## src/design/assert_macros.svh

```systemverilog
// ----------------------------------------------------------------------------
// Assertion macros
// Shared concurrent assertion wrappers, sampled on clk and disabled in reset.
// ----------------------------------------------------------------------------
`ifndef ASSERT_MACROS_SVH
`define ASSERT_MACROS_SVH

`ifndef SYNTHESIS

// The antecedent implies the consequent in the same cycle.
`define ASSERT_SAME(lbl, ante, cons, msg) \
    lbl: assert property (@(posedge clk) disable iff (!rst_n) (ante) |-> (cons)) \
        else $error(msg);

// The antecedent implies the consequent in the following cycle.
`define ASSERT_NEXT(lbl, ante, cons, msg) \
    lbl: assert property (@(posedge clk) disable iff (!rst_n) (ante) |=> (cons)) \
        else $error(msg);

`else

`define ASSERT_SAME(lbl, ante, cons, msg)
`define ASSERT_NEXT(lbl, ante, cons, msg)

`endif

`endif

```

## src/design/crl_pkg.sv

```systemverilog
// ----------------------------------------------------------------------------
// crl_pkg
// Types, character codes and classification helpers for the recogniser.
// ----------------------------------------------------------------------------
package crl_pkg;

    typedef enum logic [3:0] {
        PH_START = 4'd0,
        PH_ZERO  = 4'd1,
        PH_OCT   = 4'd2,
        PH_DEC   = 4'd3,
        PH_HEXP  = 4'd4,
        PH_HEX   = 4'd5,
        PH_U     = 4'd6,
        PH_UL1   = 4'd7,
        PH_DONE  = 4'd8,
        PH_L1    = 4'd9,
        PH_LL    = 4'd10
    } lex_phase_t;

    typedef struct packed {
        lex_phase_t phase;
        logic       long_upper;
        logic       rejected;
    } lex_state_t;

    localparam lex_state_t LEX_STATE_RESET = '{phase: PH_START, long_upper: 1'b0,
                                               rejected: 1'b0};

    localparam logic [7:0] CH_0    = 8'h30;
    localparam logic [7:0] CH_1    = 8'h31;
    localparam logic [7:0] CH_7    = 8'h37;
    localparam logic [7:0] CH_9    = 8'h39;
    localparam logic [7:0] CH_A_UP = 8'h41;
    localparam logic [7:0] CH_F_UP = 8'h46;
    localparam logic [7:0] CH_L_UP = 8'h4C;
    localparam logic [7:0] CH_U_UP = 8'h55;
    localparam logic [7:0] CH_X_UP = 8'h58;
    localparam logic [7:0] CH_A_LO = 8'h61;
    localparam logic [7:0] CH_F_LO = 8'h66;
    localparam logic [7:0] CH_L_LO = 8'h6C;
    localparam logic [7:0] CH_U_LO = 8'h75;
    localparam logic [7:0] CH_X_LO = 8'h78;

    function automatic logic is_oct(input logic [7:0] c);
        return (c >= CH_0) && (c <= CH_7);
    endfunction

    function automatic logic is_dec(input logic [7:0] c);
        return (c >= CH_0) && (c <= CH_9);
    endfunction

    function automatic logic is_hex(input logic [7:0] c);
        return is_dec(c) || ((c >= CH_A_LO) && (c <= CH_F_LO)) ||
               ((c >= CH_A_UP) && (c <= CH_F_UP));
    endfunction

    function automatic logic is_u(input logic [7:0] c);
        return (c == CH_U_LO) || (c == CH_U_UP);
    endfunction

    function automatic logic is_l(input logic [7:0] c);
        return (c == CH_L_LO) || (c == CH_L_UP);
    endfunction

    // True when the token may legally end in this phase.
    function automatic logic phase_accepts(input lex_phase_t p);
        return (p != PH_START) && (p != PH_HEXP);
    endfunction

endpackage

```

## src/design/crl_step.sv

```systemverilog
// ----------------------------------------------------------------------------
// crl_step
// One transition of the recogniser: current state and character in, next
// state and the verdict for a token ending on this character out.
// ----------------------------------------------------------------------------
module crl_step
    import crl_pkg::*;
(
    input  lex_state_t cur,
    input  logic [7:0] ch,
    output lex_state_t nxt,
    output logic       accepted
);

    lex_state_t suffix;
    logic       same_long;

    // First suffix letter straight after the digits.
    always_comb
    begin
        suffix = cur;
        if (is_u(ch))
        begin
            suffix.phase = PH_U;
        end
        else if (is_l(ch))
        begin
            suffix.phase      = PH_L1;
            suffix.long_upper = (ch == CH_L_UP);
        end
        else
        begin
            suffix.rejected = 1'b1;
        end
    end

    assign same_long = (ch == (cur.long_upper ? CH_L_UP : CH_L_LO));

    always_comb
    begin
        nxt = cur;
        if (!cur.rejected)
        begin
            case (cur.phase)
                PH_START:
                begin
                    if (ch == CH_0)
                        nxt.phase = PH_ZERO;
                    else if ((ch >= CH_1) && (ch <= CH_9))
                        nxt.phase = PH_DEC;
                    else
                        nxt.rejected = 1'b1;
                end
                PH_ZERO:
                begin
                    if ((ch == CH_X_LO) || (ch == CH_X_UP))
                        nxt.phase = PH_HEXP;
                    else if (is_oct(ch))
                        nxt.phase = PH_OCT;
                    else
                        nxt = suffix;
                end
                PH_OCT:
                begin
                    if (!is_oct(ch))
                        nxt = suffix;
                end
                PH_DEC:
                begin
                    if (!is_dec(ch))
                        nxt = suffix;
                end
                PH_HEXP:
                begin
                    if (is_hex(ch))
                        nxt.phase = PH_HEX;
                    else
                        nxt.rejected = 1'b1;
                end
                PH_HEX:
                begin
                    if (!is_hex(ch))
                        nxt = suffix;
                end
                PH_U:
                begin
                    if (is_l(ch))
                    begin
                        nxt.phase      = PH_UL1;
                        nxt.long_upper = (ch == CH_L_UP);
                    end
                    else
                    begin
                        nxt.rejected = 1'b1;
                    end
                end
                PH_UL1:
                begin
                    if (same_long)
                        nxt.phase = PH_DONE;
                    else
                        nxt.rejected = 1'b1;
                end
                PH_L1:
                begin
                    if (same_long)
                        nxt.phase = PH_LL;
                    else if (is_u(ch))
                        nxt.phase = PH_DONE;
                    else
                        nxt.rejected = 1'b1;
                end
                PH_LL:
                begin
                    if (is_u(ch))
                        nxt.phase = PH_DONE;
                    else
                        nxt.rejected = 1'b1;
                end
                default:
                begin
                    nxt.rejected = 1'b1;
                end
            endcase
        end
    end

    assign accepted = !nxt.rejected && phase_accepts(nxt.phase);

endmodule

```

## src/design/c_integer_literal_recognizer_core.sv

```systemverilog
// ----------------------------------------------------------------------------
// c_integer_literal_recognizer_core
// Scans candidate tokens one character per transaction and reports whether
// each complete token is a valid C integer literal.
// ----------------------------------------------------------------------------
//
//  Channel  Direction  Payload
//  -------  ---------  ------------------------------------------------------
//  s_*      in         tdata[7:0] = ch, tlast = last (final character)
//  m_*      out        tdata[0] = accepted, tdata[7:1] = 0; one per token
//
// A character is taken into an input register and from there, once it may
// advance, passes through the transition logic into the recogniser state and,
// for a final character, into the result register: one character per cycle
// while no final character waits for the result slot.
// Reset puts the recogniser at the start of a token and empties both registers.
// While a verdict waits on m_tready, characters that are not final keep moving;
// a final character waits in the input register until the result slot frees.
//
`include "assert_macros.svh"

module c_integer_literal_recognizer_core
    import crl_pkg::*;
(
    input  logic       clk,
    input  logic       rst_n,
    input  logic       s_tvalid,
    output logic       s_tready,
    input  logic [7:0] s_tdata,   // [7:0] ch
    input  logic       s_tlast,
    output logic       m_tvalid,
    input  logic       m_tready,
    output logic [7:0] m_tdata    // [0] accepted, [7:1] zero
);

    // Input register holding the character awaiting its transition.
    logic       in_valid_reg, in_valid_next;
    logic [7:0] ch_reg;
    logic       last_reg;

    // Recogniser state carried from one character of a token to the next.
    lex_state_t state_reg, state_next;
    lex_state_t step_state;
    logic       step_accepted;

    // Result register.
    logic out_valid_reg, out_valid_next;
    logic accepted_reg;

    logic out_space;
    logic proc;
    logic in_fire;

    // The result slot can take a verdict if it is empty or draining this cycle.
    assign out_space = !out_valid_reg || m_tready;

    // A character advances unless it is final and the result slot is full.
    assign proc     = in_valid_reg && (!last_reg || out_space);
    assign s_tready = !in_valid_reg || proc;
    assign in_fire  = s_tvalid && s_tready;

    crl_step u_step (
        .cur      (state_reg),
        .ch       (ch_reg),
        .nxt      (step_state),
        .accepted (step_accepted)
    );

    always_comb
    begin
        in_valid_next = in_valid_reg;
        if (in_fire)
            in_valid_next = 1'b1;
        else if (proc)
            in_valid_next = 1'b0;
    end

    // The final character of a token sends the recogniser back to its start.
    always_comb
    begin
        state_next = state_reg;
        if (proc)
            state_next = last_reg ? LEX_STATE_RESET : step_state;
    end

    always_comb
    begin
        out_valid_next = out_valid_reg;
        if (proc && last_reg)
            out_valid_next = 1'b1;
        else if (m_tready)
            out_valid_next = 1'b0;
    end

    always_ff @(posedge clk or negedge rst_n)
    begin
        if (!rst_n)
        begin
            in_valid_reg  <= 1'b0;
            out_valid_reg <= 1'b0;
            state_reg     <= LEX_STATE_RESET;
        end
        else
        begin
            in_valid_reg  <= in_valid_next;
            out_valid_reg <= out_valid_next;
            state_reg     <= state_next;
        end
    end

    always_ff @(posedge clk)
    begin
        if (in_fire)
        begin
            ch_reg   <= s_tdata;
            last_reg <= s_tlast;
        end
        if (proc && last_reg)
            accepted_reg <= step_accepted;
    end

    assign m_tvalid = out_valid_reg;
    assign m_tdata  = {7'd0, accepted_reg};

    // A verdict is never written over one that has not yet been taken.
    `ASSERT_SAME(a_no_overwrite, proc && last_reg, out_space,
                 "verdict would overwrite a pending result")

    // After a final character the recogniser is back at the start of a token.
    `ASSERT_NEXT(a_token_restart, proc && last_reg,
                 state_reg == LEX_STATE_RESET,
                 "recogniser not restarted after final character")

    // Once a token has failed, it stays failed until its final character.
    `ASSERT_NEXT(a_reject_sticky, state_reg.rejected && !(proc && last_reg),
                 state_reg.rejected,
                 "failed token recovered before its final character")

endmodule
```

## config.mk

```make
export PLATFORM = sky130hd
export DESIGN_NAME = c_integer_literal_recognizer_core
export DESIGN_NICKNAME = d
export VERILOG_FILES = /design/src/design/crl_pkg.sv /design/src/design/crl_step.sv /design/src/design/c_integer_literal_recognizer_core.sv
export VERILOG_INCLUDE_DIRS = /design/src /design/src/design
export SDC_FILE = /design/constraint.sdc
export NUM_CORES = 1
export LEC_CHECK = 0
export BUFFER_PORTS_ARGS = -buffer_cell sky130_fd_sc_hd__buf_2
export CAP_MARGIN = 40
export CORE_MARGIN = 8
export CORE_UTILIZATION = 60
export CTS_CLUSTER_DIAMETER = 50
export DETAILED_ROUTE_END_ITERATION = 10
export GPL_TIMING_DRIVEN = 1
export PLACE_DENSITY = 0.92
export SETUP_SLACK_MARGIN = 0.05
export SYNTH_ARGS = -nofsm -noshare
export SYNTH_HDL_FRONTEND = slang
export SYNTH_SLANG_ARGS = --single-unit
```

## constraint.sdc

```tcl
create_clock -name clk -period 6.4 [get_ports clk]
set_input_delay 1.6 -clock clk [delete_from_list [all_inputs] [get_ports clk]]
set_output_delay 1.6 -clock clk [all_outputs]
set_load 0.1 [all_outputs]
```

==> impl_metrics.yaml, run 1 <==
outcome:
  outcome: "completed"
placed_design:
  port-buffer-count: 15
  place_area_mm2: 0.00156
  post-place-cells: 205
  hpwl_mm: 2.68
  gp_congestion: 0.950
synth:
  synthFlopType: "edfxtp_1"
  async_reset_ff_frac: 0.444
  netlist_area_mm2: 0.00154
  netlist_instances: 171
  synth_edf_count: 10
  yosys_warnings: 0
  synth.distinct_cells: 59
  yosysSeqAreaShare: 0.325
  avgSynthCellArea_um2: 9.01
  ys_seq_elements: 18
grt:
  antenna_found_initial: 0
  grt_max_degree: 21
  overflow: 0
  grt_pass1_vias: 1298
  grt_pass1_wl_mm: 6.19
  grt.total_usage: 0.174
final_layout:
  area_growth_pct: 2.76
  seqCellArea_um2: 500
  multi_input_area_um2: 926
  largest_reg_flops: 8
  final_area_mm2: 0.00158
  final_cells: 209
  nNetsFinal: 193
  fill_cells: 190
  diodes: 0
  final_util: 0.645
  drive_gt1_frac: 0.179
  layout_commonest_cell: "nand2_1"
  final_cell_mix: "nand2_1, buf_2, nor2_1"
die:
  die_w_um: 66.7
  start_util: 0.628
  rows: 18
  io_pins: 23
  core_mm2: 0.00245
  dieArea_mm2: 0.00445
  dieHeight_um: 66.7
drt:
  post_drt_wl_per_cell_um: 17.6
  drt-total-wl_mm: 3.68
  ant_nets: 0
  dr.pass1.iters: 6
  routed-via-count: 1443
  drc: 0
  first_iter_violations: 98
  via_per_inst: 6.90
power_and_ir_drop:
  p_per_area_mw_per_mm2: 166
  irDropWorstVdd_mv: 0.202
  seqPwrFrac: 0.536
  leakagePower_uw: 0.000552
  clockPowerShare: 0.212
  p_int_uw: 170
  p_sw_frac: 0.351
  p_total_uw: 262
  netSwitchingPower_uw: 92.0
  combinationalPowerShare: 0.252
clock_network:
  htreeDepth: 1
  cts_buffer_depth: 2
  cts_tree: "done"
  cts-buffers-inserted: 3
  post_cts_buffers: 0
  cts-root-buf: "clkbuf_4"
  insertion_delay_ns: 0.29
  post_cts_resized: 0
  clock-sinks: 18
  clk_pin_slew_ns: 0.09
  cts_hold_buf: 0
run:
  max_cap_violations: 0
timing:
  rsz0062_at_grt: "no"
  post-route-period-util: 0.608
  fmax_mhz: 257
  hold_viol: 0
  period_needed_ns: 3.89
  fin_worst_skew_ns: 0.00313
  slew_viol_final: 0
  finalSetupViolCount: 0
  slew_headroom: 0.525
  tightest_slew_ns: 0.709
  final.setup.tns_ns: 0
worst_setup_path:
  critPathMaxFanout: 3
  cp-start-kind: "input port"
  arrival_ns: 2.29
  end_kind: "output pin"
  cp_data_required_time_ns: 4.80
  crit_type: "input port to output pin"
  worstRegToRegCells: 6
min_path:
  hp-class: "flip-flop to flip-flop"
  hold_depth: 2
## power groups by stage
stage / clock network [uW] / registers [uW] / logic (uW)
6_report: 55.7 / 141 / 66.1
5_1_grt: 62.2 / 142 / 70.2
4_1_cts: 57.0 / 140 / 65.7
3_5_place_dp: 0 / 142 / 65.1
3_3_place_gp: 0 / 142 / 64.3
2_1_floorplan: 0 / 144 / 54.6
## kinds of logic after synthesis
group / after synthesis / synth area share
other: 1 / 0.00243
AOI/OAI and AO/OA: 52 / 0.277
xor gates and xnor gates: 1 / 0.00568
muxes: 1 / 0.00730
DFF: 18 / 0.325
and+or+nand+nor: 76 / 0.294
buffers and inverters: 22 / 0.0893
## cell usage after synthesis (4+ instances only)
cell	n	area share
and2_1	4	0.016
nor3_1	9	0.029
nor2_1	14	0.034
nand4_1	4	0.016
a21oi_1	6	0.019
buf_4	11	0.054
dfrtp_1	8	0.13
o211ai_1	5	0.024
inv_1	5	0.012
edfxtp_1	10	0.19
nand2b_1	4	0.016
o21ai_0	8	0.026
nand2_1	16	0.039
## final cells by class
class                      instances  area share
multi-input combinational        137       0.585
clock buffer                       4      0.0166
tap                               30      0.0237
inverter                           5      0.0118
timing repair buffer              15      0.0474
sequential                        18       0.316
## critical path, stage by stage
cell and delay (ns):
buf_2 0.09, nand4b_1 0.15, buf_2 0.45
## stage by stage
stage               hold slack, ns  worst slack (ns)
global placement             0.546              2.55
finish                       0.577              2.51
global route                 0.595              2.45
floorplan                    0.589              2.20
detailed placement           0.568              2.51
CTS                          0.584              2.50
## final timing paths
kind / start / to / slack [ns]
max reg2reg: ch_reg[7]$_DFFE_PP_ / accepted_reg$_DFFE_PP_ / 3.67
min in group asynchronous: rst_n / state_reg[5]$_DFFE_PN0P_ / 1.13
min: m_tvalid$_DFFE_PN0P_ / m_tvalid$_DFFE_PN0P_ / 0.58
max: m_tready / s_tready / 2.51
max in group asynchronous: rst_n / state_reg[1]$_DFFE_PN0P_ / 5.11
min reg2reg: m_tvalid$_DFFE_PN0P_ / m_tvalid$_DFFE_PN0P_ / 0.58
## per-layer routing
layer,wire [um],global-route usage
met3,387,0.0302
met5,0,0
met2,1790,0.290
met1,1420,0.212
met4,76,0.0827
Note: power is estimated with default switching activity, not from simulation.
==> inputs of run 2 (changes only) <==
CORE_UTILIZATION = 51   (was 60)
PLACE_DENSITY = 0.84   (was 0.92)
clock period = 3.55 ns   (was 6.4 ns; I/O delays follow)
==> run 2 against run 1 <==
Effect of this change:
- setup slack worse by 1.6 ns
- clock-buffer cell count is 1 lower
- final cell count is 1.4% higher
- combinational power is 80% higher
- cell area is 0.24% higher
- sequential cell count stayed put
- global-route usage is 1.9 points lower
- hold slack worse by 0.16 ns
- critical endpoint is now accepted_reg$_DFFE_PP_
- largest cell class unchanged
==> impl_metrics.yaml, run 2 (synthesis gave the netlist of run 1 again) <==
worst_setup_path:
  worstRegToRegCells: 6
  worstReg2RegStart: "ch_reg[7]$_DFFE_PP_"
  max_stage_delay_ns: 0.63
  crit_start: "ch_reg[7]$_DFFE_PP_"
  worst-path-stages: 6
  end_kind: "flip-flop"
  critical_path.top_delay_family: "simple AND/OR/NAND/NOR gates"
  cp_data_required_time_ns: 3.60
  arrival_ns: 2.72
  cp-start-kind: "flip-flop"
  worst_path_max_delay_cell: "nor3_2"
  path_cells: "nand4bb_1 -> nor3_2 -> o41ai_2 -> a32oi_1 -> nand4_1 -> o31a_1"
  crit_buf_inv: 0
  crit_type: "flip-flop to flip-flop"
  critPathMaxFanout: 11
final_layout:
  final_cell_mix: "nand2_1, buf_2, nor2_1"
  drive_gt1_frac: 0.179
  layout_commonest_cell: "nand2_1"
  diodes: 0
  area_growth_pct: 3.00
  final_cells: 212
  nNetsFinal: 193
  largest_reg_flops: 8
grt:
  grt.total_usage: 0.155
  grt_pass1_wl_mm: 6.44
  grt_pass1_vias: 1409
  grt_max_degree: 21
  overflow: 0
  antenna_found_initial: 0
drt:
  via_per_inst: 6.89
  first_iter_violations: 117
  dr.pass1.iters: 5
  post_drt_wl_per_cell_um: 18.1
  wirelength_met1_mm: 1.50
  top_layer_used: "met4"
  routed-via-count: 1460
  ant_nets: 0
  drc: 0
  wl_met2_mm: 1.77
  met3_length_um: 424
  drt-total-wl_mm: 3.85
die:
  die_w_um: 71.0
  start_util: 0.522
  dieHeight_um: 71.0
  core_mm2: 0.00295
  dieArea_mm2: 0.00504
  rows: 20
  io_pins: 23
placed_design:
  port-buffer-count: 15
  post-place-cells: 208
  gp_congestion: 0.938
  hpwl_mm: 2.96
power_and_ir_drop:
  p_per_area_mw_per_mm2: 298
  p_total_uw: 473
  irDropWorstVdd_mv: 0.249
  leakagePower_uw: 0.000553
outcome:
  outcome: "completed"
timing:
  slew_viol_final: 0
  fin_worst_skew_ns: 0.00989
  fmax_mhz: 376
  slew_headroom: 0.537
  period_needed_ns: 2.66
  finalSetupViolCount: 0
  post-route-period-util: 0.750
  tightest_slew_ns: 0.694
  final.setup.tns_ns: 0
  hold_viol: 0
  rsz0062_at_grt: "no"
clock_network:
  cts_buffer_depth: 2
  cts_hold_buf: 0
  cts_tree: "done"
  post_cts_buffers: 0
  cts-buffers-inserted: 3
  post_cts_resized: 0
  htreeDepth: 1
  clock-sinks: 18
  cts-root-buf: "clkbuf_4"
  clk_pin_slew_ns: 0.10
  insertion_delay_ns: 0.29
run:
  max_cap_violations: 0
min_path:
  hp-class: "input port to asynchronous set/reset pin"
==> run 2: cell count changes in the layout (fill, tap and decap cells not counted), sizes merged <==
cell / previous run / this run
clkinv: 0 / 1
clkbuf: 4 / 3
==> run 2: report_power, final <==
part	leakage [uW]	switching [uW]	total (uW)	internal, uW
sequential	0.000202	20.4	254	234
clock	0.0000154	59.0	99.8	40.9
combinational	0.000336	89.2	119	29.8
total	0.000553	169	473	304
==> run 2: final cells by class <==
class	instances	area (um2)
sequential	18	500
fill	287	1370
clock buffer	3	22.5
timing repair buffer	15	75.1
multi-input combinational	137	926
tap	33	41.3
clock inverter	1	3.75
inverter	5	18.8
==> run 2: per-layer routing <==
layer  track usage  up-vias
met1         0.178      666
met5             0        -
met3        0.0452       23
li1              -      664
met2         0.250      107
met4        0.0924        0
==> run 2: path summary, 6_finish.rpt <==
kind / end / slack [ns]
setup reg to reg: accepted_reg$_DFFE_PP_ / 0.89
hold / removal: state_reg[3]$_DFFE_PN0P_ / 0.42
hold reg to reg: m_tvalid$_DFFE_PN0P_ / 0.58
max in group asynchronous: state_reg[1]$_DFFE_PN0P_ / 2.95
min in group clk: m_tvalid$_DFFE_PN0P_ / 0.58
setup / recovery: accepted_reg$_DFFE_PP_ / 0.89
==> run 2: stage by stage <==
stage               worst slack [ns]  instance area [um2]  hold slack, ns   util
floorplan                      0.467                 1560           0.589      -
global placement                1.00                 1560           0.552  0.529
detailed placement             0.931                 1560           0.561  0.529
CTS                            0.919                 1590           0.423  0.538
global route                   0.711                 1590           0.430  0.538
finish                         0.887                 1590           0.418  0.538
